$ cat config.mk
export PLATFORM = sky130hd
export DESIGN_NAME = char_lcd_4bit_interface_core
export DESIGN_NICKNAME = d
export VERILOG_FILES = /design/src/rtl/core/clcd_pkg.sv /design/src/rtl/core/clcd_fifo.sv /design/src/rtl/core/clcd_front.sv /design/src/rtl/core/clcd_back.sv /design/src/rtl/core/char_lcd_4bit_interface_core.sv
export SDC_FILE = /design/constraint.sdc
export NUM_CORES = 1
export LEC_CHECK = 0
export ABC_AREA = 1
export BUFFER_PORTS_ARGS = -buffer_cell sky130_fd_sc_hd__buf_4
export CORE_UTILIZATION = 50
export CTS_CLUSTER_SIZE = 24
export DETAILED_ROUTE_END_ITERATION = 10
export PLACE_DENSITY = 0.66
export SLEW_MARGIN = 10
export SYNTH_ARGS = -nofsm -noshare
export SYNTH_HDL_FRONTEND = slang
export SYNTH_HIERARCHICAL = 1
export SYNTH_SLANG_ARGS = --single-unit
$ cat constraint.sdc
create_clock -name clk -period 8.5 [get_ports clk]
set_clock_uncertainty 0.05 [all_clocks]
set_input_delay 0.425 -clock clk [delete_from_list [all_inputs] [get_ports clk]]
set_output_delay 0.425 -clock clk [all_outputs]
set_load 0.02 [all_outputs]
$ cat src/rtl/core/clcd_pkg.sv
package clcd_pkg;

    // Request type codes on the input side.
    localparam logic [2:0] REQ_TICK    = 3'd0;
    localparam logic [2:0] REQ_COMMAND = 3'd1;
    localparam logic [2:0] REQ_DATA    = 3'd2;
    localparam logic [2:0] REQ_CLEAR   = 3'd3;
    localparam logic [2:0] REQ_HOME    = 3'd4;
    localparam logic [2:0] REQ_CURSOR  = 3'd5;

    // Configuration register indexes.
    localparam int          CFG_INDEX_W = 3;
    localparam int          CFG_DATA_W  = 16;
    localparam logic [2:0]  REG_ENABLE_TICKS     = 3'd0;
    localparam logic [2:0]  REG_DATA_WAIT        = 3'd1;
    localparam logic [2:0]  REG_COMMAND_WAIT     = 3'd2;
    localparam logic [2:0]  REG_CLEAR_WAIT       = 3'd3;
    localparam logic [2:0]  REG_POWER_UP_WAIT    = 3'd4;
    localparam logic [2:0]  REG_RESET_LONG_WAIT  = 3'd5;
    localparam logic [2:0]  REG_RESET_SHORT_WAIT = 3'd6;

    // Register reset values.
    localparam logic [15:0] RST_ENABLE_TICKS     = 16'd20;
    localparam logic [15:0] RST_DATA_WAIT        = 16'd50;
    localparam logic [15:0] RST_COMMAND_WAIT     = 16'd50;
    localparam logic [15:0] RST_CLEAR_WAIT       = 16'd2000;
    localparam logic [15:0] RST_POWER_UP_WAIT    = 16'd15000;
    localparam logic [15:0] RST_RESET_LONG_WAIT  = 16'd5000;
    localparam logic [15:0] RST_RESET_SHORT_WAIT = 16'd1000;

    // Display controller commands and nibbles.
    localparam logic [7:0] CMD_SET_DDRAM     = 8'h80;
    localparam logic [7:0] CMD_FUNCTION_SET  = 8'h28;
    localparam logic [7:0] CMD_DISPLAY_ON    = 8'h0C;
    localparam logic [7:0] CMD_ENTRY_MODE    = 8'h06;
    localparam logic [7:0] CMD_CLEAR         = 8'h01;
    localparam logic [7:0] CMD_HOME          = 8'h02;
    localparam logic [3:0] NIBBLE_SOFT_RESET = 4'h3;
    localparam logic [3:0] NIBBLE_FOUR_BIT   = 4'h2;

    localparam logic [7:0] LINE_BASE_0 = 8'h00;
    localparam logic [7:0] LINE_BASE_1 = 8'h40;
    localparam logic [7:0] LINE_BASE_2 = 8'h10;
    localparam logic [7:0] LINE_BASE_3 = 8'h50;

    // Default depth of the request queue and of the result queue.
    localparam int QUEUE_DEPTH = 2;

    // A request after classification by the front end.
    typedef struct packed {
        logic       is_req;
        logic       send;
        logic [7:0] byte_val;
        logic       rs;
        logic       extra;
    } req_t;

    // One result beat.
    typedef struct packed {
        logic       rs;
        logic       enable;
        logic [3:0] data;
        logic       busy;
        logic       accepted;
    } res_t;

    typedef struct packed {
        logic                   write;
        logic [CFG_INDEX_W-1:0] index;
        logic [CFG_DATA_W-1:0]  data;
    } cfg_wr_t;

    function automatic logic [7:0] line_base(input logic [1:0] row);
        logic [7:0] base;
        unique case (row)
            2'd0: base = LINE_BASE_0;
            2'd1: base = LINE_BASE_1;
            2'd2: base = LINE_BASE_2;
            2'd3: base = LINE_BASE_3;
        endcase
        return base;
    endfunction

endpackage

$ cat src/rtl/core/clcd_fifo.sv
module clcd_fifo #(
    parameter int WIDTH = 8,
    parameter int DEPTH = 2
) (
    input  logic             clk,
    input  logic             rst_n,
    input  logic             push,
    input  logic [WIDTH-1:0] din,
    output logic             full,
    input  logic             pop,
    output logic [WIDTH-1:0] dout,
    output logic             empty
);
    localparam int PTR_W = (DEPTH > 1) ? $clog2(DEPTH) : 1;
    localparam int CNT_W = $clog2(DEPTH + 1);

    logic [WIDTH-1:0] mem [DEPTH];
    logic [PTR_W-1:0] wr_ptr_reg, wr_ptr_next;
    logic [PTR_W-1:0] rd_ptr_reg, rd_ptr_next;
    logic [CNT_W-1:0] count_reg, count_next;
    logic             do_push, do_pop;

    assign full    = (count_reg == CNT_W'(DEPTH));
    assign empty   = (count_reg == '0);
    assign do_push = push && !full;
    assign do_pop  = pop && !empty;
    assign dout    = mem[rd_ptr_reg];

    always_comb
    begin
        wr_ptr_next = wr_ptr_reg;
        rd_ptr_next = rd_ptr_reg;
        count_next  = count_reg;
        if (do_push)
        begin
            wr_ptr_next = (wr_ptr_reg == PTR_W'(DEPTH - 1)) ? '0 : wr_ptr_reg + 1'b1;
        end
        if (do_pop)
        begin
            rd_ptr_next = (rd_ptr_reg == PTR_W'(DEPTH - 1)) ? '0 : rd_ptr_reg + 1'b1;
        end
        if (do_push && !do_pop)
        begin
            count_next = count_reg + 1'b1;
        end
        else if (do_pop && !do_push)
        begin
            count_next = count_reg - 1'b1;
        end
    end

    always_ff @(posedge clk)
    begin
        if (do_push)
        begin
            mem[wr_ptr_reg] <= din;
        end
    end

    always_ff @(posedge clk or negedge rst_n)
    begin
        if (!rst_n)
        begin
            wr_ptr_reg <= '0;
            rd_ptr_reg <= '0;
            count_reg  <= '0;
        end
        else
        begin
            wr_ptr_reg <= wr_ptr_next;
            rd_ptr_reg <= rd_ptr_next;
            count_reg  <= count_next;
        end
    end

endmodule

$ cat src/rtl/core/clcd_front.sv
module clcd_front #(
    parameter int DEPTH = 2
) (
    input  logic          clk,
    input  logic          rst_n,
    input  logic          push,
    output logic          full,
    input  logic [2:0]    req_type,
    input  logic [7:0]    byte_value,
    input  logic [6:0]    column,
    input  logic [2:0]    row,
    output logic          req_valid,
    input  logic          req_take,
    output clcd_pkg::req_t req
);
    import clcd_pkg::*;

    req_t req_in;
    logic req_empty;

    // Decode the request into the byte to send and how it is sent.
    always_comb
    begin
        req_in.is_req   = 1'b1;
        req_in.send     = 1'b1;
        req_in.byte_val = byte_value;
        req_in.rs       = 1'b0;
        req_in.extra    = 1'b0;
        unique case (req_type)
            REQ_COMMAND: ;
            REQ_DATA:    req_in.rs = 1'b1;
            REQ_CLEAR:
            begin
                req_in.byte_val = CMD_CLEAR;
                req_in.extra    = 1'b1;
            end
            REQ_HOME:
            begin
                req_in.byte_val = CMD_HOME;
                req_in.extra    = 1'b1;
            end
            REQ_CURSOR:
            begin
                // A row past the fourth line is taken but sends nothing.
                req_in.send     = !row[2];
                req_in.byte_val = CMD_SET_DDRAM + line_base(row[1:0]) + {1'b0, column};
            end
            default:
            begin
                req_in.is_req = 1'b0;
                req_in.send   = 1'b0;
            end
        endcase
    end

    clcd_fifo #(
        .WIDTH($bits(req_t)),
        .DEPTH(DEPTH)
    ) u_req_queue (
        .clk  (clk),
        .rst_n(rst_n),
        .push (push),
        .din  (req_in),
        .full (full),
        .pop  (req_take),
        .dout (req),
        .empty(req_empty)
    );

    assign req_valid = !req_empty;

endmodule

$ cat src/rtl/core/clcd_back.sv
module clcd_back #(
    parameter int DEPTH = 2
) (
    input  logic             clk,
    input  logic             rst_n,
    input  logic             req_valid,
    output logic             req_take,
    input  clcd_pkg::req_t   req,
    input  clcd_pkg::cfg_wr_t cfg_wr,
    input  logic             pop,
    output logic             empty,
    output clcd_pkg::res_t   res
);
    import clcd_pkg::*;

    localparam logic [4:0] S_START  = 5'd0;
    localparam logic [4:0] S_BOOT   = 5'd1;
    localparam logic [4:0] S_R1P    = 5'd2;
    localparam logic [4:0] S_R1W    = 5'd3;
    localparam logic [4:0] S_R2P    = 5'd4;
    localparam logic [4:0] S_R2W    = 5'd5;
    localparam logic [4:0] S_R3P    = 5'd6;
    localparam logic [4:0] S_R3W    = 5'd7;
    localparam logic [4:0] S_FP     = 5'd8;
    localparam logic [4:0] S_FW     = 5'd9;
    localparam logic [4:0] S_IPULSE = 5'd10;
    localparam logic [4:0] S_IGAP   = 5'd11;
    localparam logic [4:0] S_IWAIT  = 5'd12;
    localparam logic [4:0] S_RPULSE = 5'd13;
    localparam logic [4:0] S_RGAP   = 5'd14;
    localparam logic [4:0] S_RWAIT  = 5'd15;
    localparam logic [4:0] S_IDLE   = 5'd16;

    // Zero-length waits chain phases within one tick; at most three advances
    // are ever needed before a phase with a nonzero count is reached.
    localparam int MAX_ADVANCE = 3;

    typedef struct packed {
        logic [15:0] enable_ticks;
        logic [15:0] data_wait;
        logic [15:0] command_wait;
        logic [15:0] clear_wait;
        logic [15:0] power_up_wait;
        logic [15:0] reset_long_wait;
        logic [15:0] reset_short_wait;
    } cfg_t;

    typedef struct packed {
        logic [4:0]  step;
        logic [15:0] wait_cnt;
        logic [7:0]  held;
        logic        low_next;
        logic        extra;
        logic        rs;
        logic        en;
        logic [3:0]  nib;
    } seq_state_t;

    cfg_t       cfg_reg, cfg_next;
    seq_state_t seq_reg, seq_next;
    seq_state_t cur;
    res_t       res_in;
    logic       res_full;

    function automatic seq_state_t enter_pulse(input seq_state_t s, input logic [4:0] step,
                                               input cfg_t c);
        seq_state_t r;
        r          = s;
        r.step     = step;
        r.en       = 1'b1;
        r.wait_cnt = (c.enable_ticks == 16'd0) ? 16'd1 : c.enable_ticks;
        return r;
    endfunction

    function automatic seq_state_t enter_wait(input seq_state_t s, input logic [4:0] step,
                                              input logic [15:0] n);
        seq_state_t r;
        r          = s;
        r.step     = step;
        r.en       = 1'b0;
        r.wait_cnt = n;
        return r;
    endfunction

    function automatic seq_state_t start_byte(input seq_state_t s, input logic [4:0] step,
                                              input logic [7:0] b, input logic rs,
                                              input logic extra, input cfg_t c);
        seq_state_t r;
        r          = s;
        r.held     = b;
        r.rs       = rs;
        r.extra    = extra;
        r.nib      = b[7:4];
        r.low_next = 1'b1;
        return enter_pulse(r, step, c);
    endfunction

    function automatic seq_state_t advance(input seq_state_t s, input cfg_t c);
        seq_state_t r;
        r = s;
        unique case (s.step)
            S_START: r = enter_wait(s, S_BOOT, c.power_up_wait);
            S_BOOT:
            begin
                r.nib = NIBBLE_SOFT_RESET;
                r.rs  = 1'b0;
                r     = enter_pulse(r, S_R1P, c);
            end
            S_R1P:   r = enter_wait(s, S_R1W, c.reset_long_wait);
            S_R1W:   r = enter_pulse(s, S_R2P, c);
            S_R2P:   r = enter_wait(s, S_R2W, c.reset_short_wait);
            S_R2W:   r = enter_pulse(s, S_R3P, c);
            S_R3P:   r = enter_wait(s, S_R3W, c.reset_short_wait);
            S_R3W:
            begin
                r.nib = NIBBLE_FOUR_BIT;
                r     = enter_pulse(r, S_FP, c);
            end
            S_FP:    r = enter_wait(s, S_FW, c.reset_long_wait);
            S_FW:    r = start_byte(s, S_IPULSE, CMD_FUNCTION_SET, 1'b0, 1'b0, c);
            S_IPULSE, S_RPULSE:
            begin
                if (s.low_next)
                begin
                    // The low nibble is driven during the one-tick gap.
                    r.low_next = 1'b0;
                    r.nib      = s.held[3:0];
                    r          = enter_wait(r, s.step + 5'd1, 16'd1);
                end
                else
                begin
                    r = enter_wait(s, s.step + 5'd2, s.rs ? c.data_wait : c.command_wait);
                end
            end
            S_IGAP:  r = enter_pulse(s, S_IPULSE, c);
            S_RGAP:  r = enter_pulse(s, S_RPULSE, c);
            S_IWAIT:
            begin
                if (s.extra)
                begin
                    r.extra    = 1'b0;
                    r.wait_cnt = c.clear_wait;
                end
                else if (s.held == CMD_FUNCTION_SET)
                begin
                    r = start_byte(s, S_IPULSE, CMD_DISPLAY_ON, 1'b0, 1'b0, c);
                end
                else if (s.held == CMD_DISPLAY_ON)
                begin
                    r = start_byte(s, S_IPULSE, CMD_ENTRY_MODE, 1'b0, 1'b0, c);
                end
                else if (s.held == CMD_ENTRY_MODE)
                begin
                    r = start_byte(s, S_IPULSE, CMD_CLEAR, 1'b0, 1'b1, c);
                end
                else
                begin
                    r.step = S_IDLE;
                end
            end
            S_RWAIT:
            begin
                if (s.extra)
                begin
                    r.extra    = 1'b0;
                    r.wait_cnt = c.clear_wait;
                end
                else
                begin
                    r.step = S_IDLE;
                end
            end
            default:
            begin
                r.step = S_IDLE;
                r.en   = 1'b0;
            end
        endcase
        return r;
    endfunction

    assign req_take = req_valid && !res_full;

    // One tick of the sequencer per request beat.
    always_comb
    begin
        cur = seq_reg;
        for (int i = 0; i < MAX_ADVANCE; i++)
        begin
            if (cur.step != S_IDLE && cur.wait_cnt == 16'd0)
            begin
                cur = advance(cur, cfg_reg);
            end
        end

        res_in.accepted = 1'b0;
        if (cur.step == S_IDLE && req.is_req)
        begin
            res_in.accepted = 1'b1;
            if (req.send)
            begin
                cur = start_byte(cur, S_RPULSE, req.byte_val, req.rs, req.extra, cfg_reg);
            end
        end

        if (cur.step != S_IDLE && cur.wait_cnt != 16'd0)
        begin
            cur.wait_cnt = cur.wait_cnt - 16'd1;
        end

        res_in.rs     = cur.rs;
        res_in.enable = cur.en;
        res_in.data   = cur.nib;
        res_in.busy   = (cur.step != S_IDLE);

        seq_next = req_take ? cur : seq_reg;
    end

    always_comb
    begin
        cfg_next = cfg_reg;
        if (cfg_wr.write)
        begin
            unique case (cfg_wr.index)
                REG_ENABLE_TICKS:     cfg_next.enable_ticks     = cfg_wr.data;
                REG_DATA_WAIT:        cfg_next.data_wait        = cfg_wr.data;
                REG_COMMAND_WAIT:     cfg_next.command_wait     = cfg_wr.data;
                REG_CLEAR_WAIT:       cfg_next.clear_wait       = cfg_wr.data;
                REG_POWER_UP_WAIT:    cfg_next.power_up_wait    = cfg_wr.data;
                REG_RESET_LONG_WAIT:  cfg_next.reset_long_wait  = cfg_wr.data;
                REG_RESET_SHORT_WAIT: cfg_next.reset_short_wait = cfg_wr.data;
                default: ;
            endcase
        end
    end

    always_ff @(posedge clk or negedge rst_n)
    begin
        if (!rst_n)
        begin
            cfg_reg.enable_ticks     <= RST_ENABLE_TICKS;
            cfg_reg.data_wait        <= RST_DATA_WAIT;
            cfg_reg.command_wait     <= RST_COMMAND_WAIT;
            cfg_reg.clear_wait       <= RST_CLEAR_WAIT;
            cfg_reg.power_up_wait    <= RST_POWER_UP_WAIT;
            cfg_reg.reset_long_wait  <= RST_RESET_LONG_WAIT;
            cfg_reg.reset_short_wait <= RST_RESET_SHORT_WAIT;
            seq_reg.step             <= S_START;
            seq_reg.wait_cnt         <= '0;
            seq_reg.held             <= '0;
            seq_reg.low_next         <= 1'b0;
            seq_reg.extra            <= 1'b0;
            seq_reg.rs               <= 1'b0;
            seq_reg.en               <= 1'b0;
            seq_reg.nib              <= '0;
        end
        else
        begin
            cfg_reg <= cfg_next;
            seq_reg <= seq_next;
        end
    end

    clcd_fifo #(
        .WIDTH($bits(res_t)),
        .DEPTH(DEPTH)
    ) u_res_queue (
        .clk  (clk),
        .rst_n(rst_n),
        .push (req_take),
        .din  (res_in),
        .full (res_full),
        .pop  (pop),
        .dout (res),
        .empty(empty)
    );

endmodule

$ cat src/rtl/core/char_lcd_4bit_interface_core.sv
// A beat flows through the request queue and the result queue. Throughput: one beat per
// cycle while the result queue has room; each beat is one microsecond tick of the
// sequencer, whose zero-length waits chain up to three phase changes within that tick.
// Reset (asynchronous, active low) empties both queues, loads the register defaults and
// starts the power-up script at its first step.
module char_lcd_4bit_interface_core #(
    parameter int QUEUE_DEPTH = clcd_pkg::QUEUE_DEPTH
) (
    input  logic                             clk,
    input  logic                             rst_n,
    input  logic                             push,
    output logic                             full,
    input  logic [2:0]                       req_type,
    input  logic [7:0]                       byte_value,
    input  logic [6:0]                       column,
    input  logic [2:0]                       row,
    input  logic                             pop,
    output logic                             empty,
    output logic                             pin_rs,
    output logic                             pin_enable,
    output logic [3:0]                       pin_data,
    output logic                             busy_res,
    output logic                             accepted,
    input  logic                             cfg_write,
    input  logic [clcd_pkg::CFG_INDEX_W-1:0] cfg_index,
    input  logic [clcd_pkg::CFG_DATA_W-1:0]  cfg_data
);
    import clcd_pkg::*;

    req_t    req;
    res_t    res;
    cfg_wr_t cfg_wr;
    logic    req_valid;
    logic    req_take;

    assign cfg_wr.write = cfg_write;
    assign cfg_wr.index = cfg_index;
    assign cfg_wr.data  = cfg_data;

    clcd_front #(
        .DEPTH(QUEUE_DEPTH)
    ) u_front (
        .clk       (clk),
        .rst_n     (rst_n),
        .push      (push),
        .full      (full),
        .req_type  (req_type),
        .byte_value(byte_value),
        .column    (column),
        .row       (row),
        .req_valid (req_valid),
        .req_take  (req_take),
        .req       (req)
    );

    clcd_back #(
        .DEPTH(QUEUE_DEPTH)
    ) u_back (
        .clk      (clk),
        .rst_n    (rst_n),
        .req_valid(req_valid),
        .req_take (req_take),
        .req      (req),
        .cfg_wr   (cfg_wr),
        .pop      (pop),
        .empty    (empty),
        .res      (res)
    );

    assign pin_rs     = res.rs;
    assign pin_enable = res.enable;
    assign pin_data   = res.data;
    assign busy_res   = res.busy;
    assign accepted   = res.accepted;

endmodule

==> results.json <==
{
  "hold_class": "input pin to flop",
  "p_leak_nw": 9.718,
  "grt_use_total_pct": 42.93,
  "largest_reg_flops": 112,
  "syn-cell-area_um2": 17950,
  "cp_common_cell": "nand2_1",
  "rsz0062_at_grt": "no",
  "ios": 55,
  "path_class": "flop to flop",
  "internal_power_mw": 2.753,
  "tightest_slew_ns": 1.373,
  "mostFrequentLayoutCells": "nand2_1, nor2_1, o21ai_0",
  "clkPwrFrac_pct": 13.9,
  "postPlaceCellArea_um2": 18620,
  "path_clk_slew_ns": 0.08,
  "cts_sinks": 197,
  "fp.dieW_um": 191.5,
  "cp-end-kind": "flop",
  "hold_start": "pop",
  "cp.required_ns": 8.86,
  "synth-seq-cells": 197,
  "die_h_um": 191.5,
  "fmax_mhz": 125.8,
  "final-hold-violation-count": 0,
  "min_period_ns": 7.948,
  "vias": 20798,
  "num_antenna_cells": 0,
  "cts_htree_levels": 4,
  "start_kind": "flop",
  "viasPerCell": 6.009,
  "utilization_pct": 54.36,
  "drive_gt1_share_pct": 10.80,
  "cp-startpoint": "u_back/seq_reg[33]$_DFFE_PN0P_",
  "synth_nets": 3062,
  "cts_tree": "built",
  "drt_iter0_drc": 2868,
  "clock_latency_ns": 0.49,
  "cts_root_buf": "clkbuf_16",
  "numPortBuffers": 54,
  "max-cap-violations": 0,
  "nets": 3057,
  "grt_overflow_total": 0,
  "gp_congestion": 1.101,
  "holdPathStages": 3,
  "fin_cells": 3461,
  "postCtsSetupBuffers": 0,
  "maxSlewHeadroom_pct": 8.158,
  "p_per_area_nw_per_um2": 327.4,
  "syn2layout_area_growth_pct": 7.459,
  "synth_edf_count": 40,
  "final_common_cell": "nand2_1",
  "grt_pass1_vias": 19070,
  "arrival_ns": 8.31,
  "syn_inst": 2992,
  "ys_types": 59,
  "dieArea_um2": 36660,
  "numCtsBuffers": 17,
  "fin_tns_setup_ns": 0,
  "drc": 0,
  "yosysWarnings": 6,
  "reg2reg_slack_ns": 0.55,
  "peakVddDrop_mv": 0.2520,
  "yosysSeqAreaShare_pct": 28.80,
  "hold_ws_ns": 0.1629,
  "status": "completed",
  "holdPathEnd": "u_back/u_res_queue/rd_ptr_reg$_DFFE_PN0P_",
  "p_switching_mw": 3.562,
  "grt_pass1_wl_um": 116500,
  "dpl.cell_count": 3428,
  "combPwrFrac_pct": 61.3,
  "r2r_cells": 42,
  "fill_cells": 3642,
  "cts_buffer_depth": 2,
  "maxSlewViolCount": 0,
  "routed_wl_um": 77850,
  "max_stage_delay_ns": 1.04,
  "cpMaxStageDelayCell": "nor2_1",
  "path_max_fanout": 17,
  "ys.flop_type": "dfrtp_1",
  "synth.avg_cell_area_um2": 5.999,
  "design_area_um2": 19290,
  "seq_power_share_pct": 24.8,
  "fin_crit_sh_pct": 93.50,
  "grt_max_degree": 67,
  "num_rows": 69,
  "r2r-end": "u_back/seq_reg[25]$_DFFE_PN0P_",
  "drtAntennaViolNets": 0,
  "p_sw_share_pct": 56.41,
  "wl_per_cell_um": 22.49,
  "ys_async_sr_fraction_pct": 79.70,
  "worstReg2RegStart": "u_back/seq_reg[33]$_DFFE_PN0P_",
  "antenna_found_initial": 1,
  "core_um2": 35480,
  "hpwl_um": 59510,
  "initial_core_util_pct": 50.58,
  "finalSetupViolations": 0,
  "drt-pass1-iter-count": 9
}
cells in the mapped netlist (all sizes together), types with 2 or more instances:
library cell / number / area (um2)
nand2: 1261 / 4918
nor2: 365 / 1608
inv: 279 / 1057
o21ai: 278 / 1403
nand3: 223 / 1229
dfrtp: 125 / 3128
clkbuf: 67 / 251.5
nand4: 52 / 325.3
buf: 51 / 359.1
a21oi: 44 / 227.7
edfxtp: 40 / 1201
dfstp: 32 / 840.8
ha: 25 / 312.8
o211ai: 24 / 180.2
or2: 17 / 106.4
a21boi: 15 / 112.6
o22ai: 14 / 87.58
a31oi: 13 / 81.33
nor3: 13 / 70.07
a22oi: 11 / 82.58
xor2: 7 / 61.31
nand3b: 6 / 70.07
clkinv: 4 / 15.01
o21a: 3 / 22.52
o221ai: 3 / 26.28
o31ai: 3 / 27.52
xnor2: 3 / 26.28
a2bb2oi: 2 / 17.52
a32oi: 2 / 17.52
o21bai: 2 / 15.01
o41ai: 2 / 17.52
logic make-up (layout without fill, tap and decap cells):
kind of cell | after synthesis | in the layout | share of synthesized area (%)
AND/OR/NAND/NOR | 1938 | 1938 | 46.43
XOR/XNOR | 10 | 10 | 0.4880
buffers and inverters | 401 | 409 | 9.376
adder cells (fa/ha/maj) | 25 | 25 | 1.743
flip-flops | 197 | 197 | 28.80
AO/OA/AOI/OAI | 421 | 421 | 13.16
power by group through the flow:
stage	Sequential (mW)	Clock, mW	Combinational, mW
after floorplan	1.42	0	2.58
after global placement	1.56	0	3.70
after detailed placement	1.57	0	3.70
after CTS	1.55	0.890	3.71
after global routing	1.59	0.923	4.19
final	1.57	0.876	3.87
layer usage:
metal / global-route usage [%] / part of all wire (%)
met5: 0 / 0
met3: 10.12 / 12
met4: 24.73 / 6.0
met2: 63.31 / 43
met1: 57.19 / 40
critical path, delay by kind of cell (launching register included):
kind / cells / cell delay [ns]
AND/OR/NAND/NOR: 26 / 4.47
adder cells (fa/ha/maj): 4 / 0.91
flip-flops: 1 / 0.47
AO/OA/AOI/OAI: 4 / 0.76
buffers and inverters: 8 / 1.23
stage by stage:
| stage | setup WS, ns | total power [mW] |
|---|---|---|
| finish | 0.5525 | 6.314 |
| global placement | 0.2305 | 5.260 |
| CTS | 0.1906 | 6.153 |
| global route | 0.1084 | 6.703 |
| detailed placement | 0.2168 | 5.262 |
| floorplan | 1.979 | 3.999 |
cell type report:
type                       instances  area, um2  area share (%)
sequential                       197       5170           26.81
clock buffer                      19      452.9           2.348
tap                              461      576.8           2.991
multi-input combinational       2394      11120           57.67
inverter                         283       1079           5.592
timing repair buffer              94      711.9           3.691
clock inverter                    13      173.9          0.9017
worst max-delay path by stage:
stage and to:
2_1_floorplan u_back/seq_reg[27]$_DFFE_PN0P_, 3_3_place_gp u_back/seq_reg[25]$_DFFE_PN0P_, 3_5_place_dp u_back/seq_reg[25]$_DFFE_PN0P_, 4_1_cts u_back/seq_reg[25]$_DFFE_PN0P_, 5_1_grt u_back/seq_reg[30]$_DFFE_PN0P_, 6_report u_back/seq_reg[25]$_DFFE_PN0P_
repair_timing:
action	CTS	global route
gates resized for setup	0	8
hold buffers	1	0
endpoints found under the setup margin	0	16
hold endpoints to repair	39	0
No activity file was read; power rests on OpenSTA's default activity.
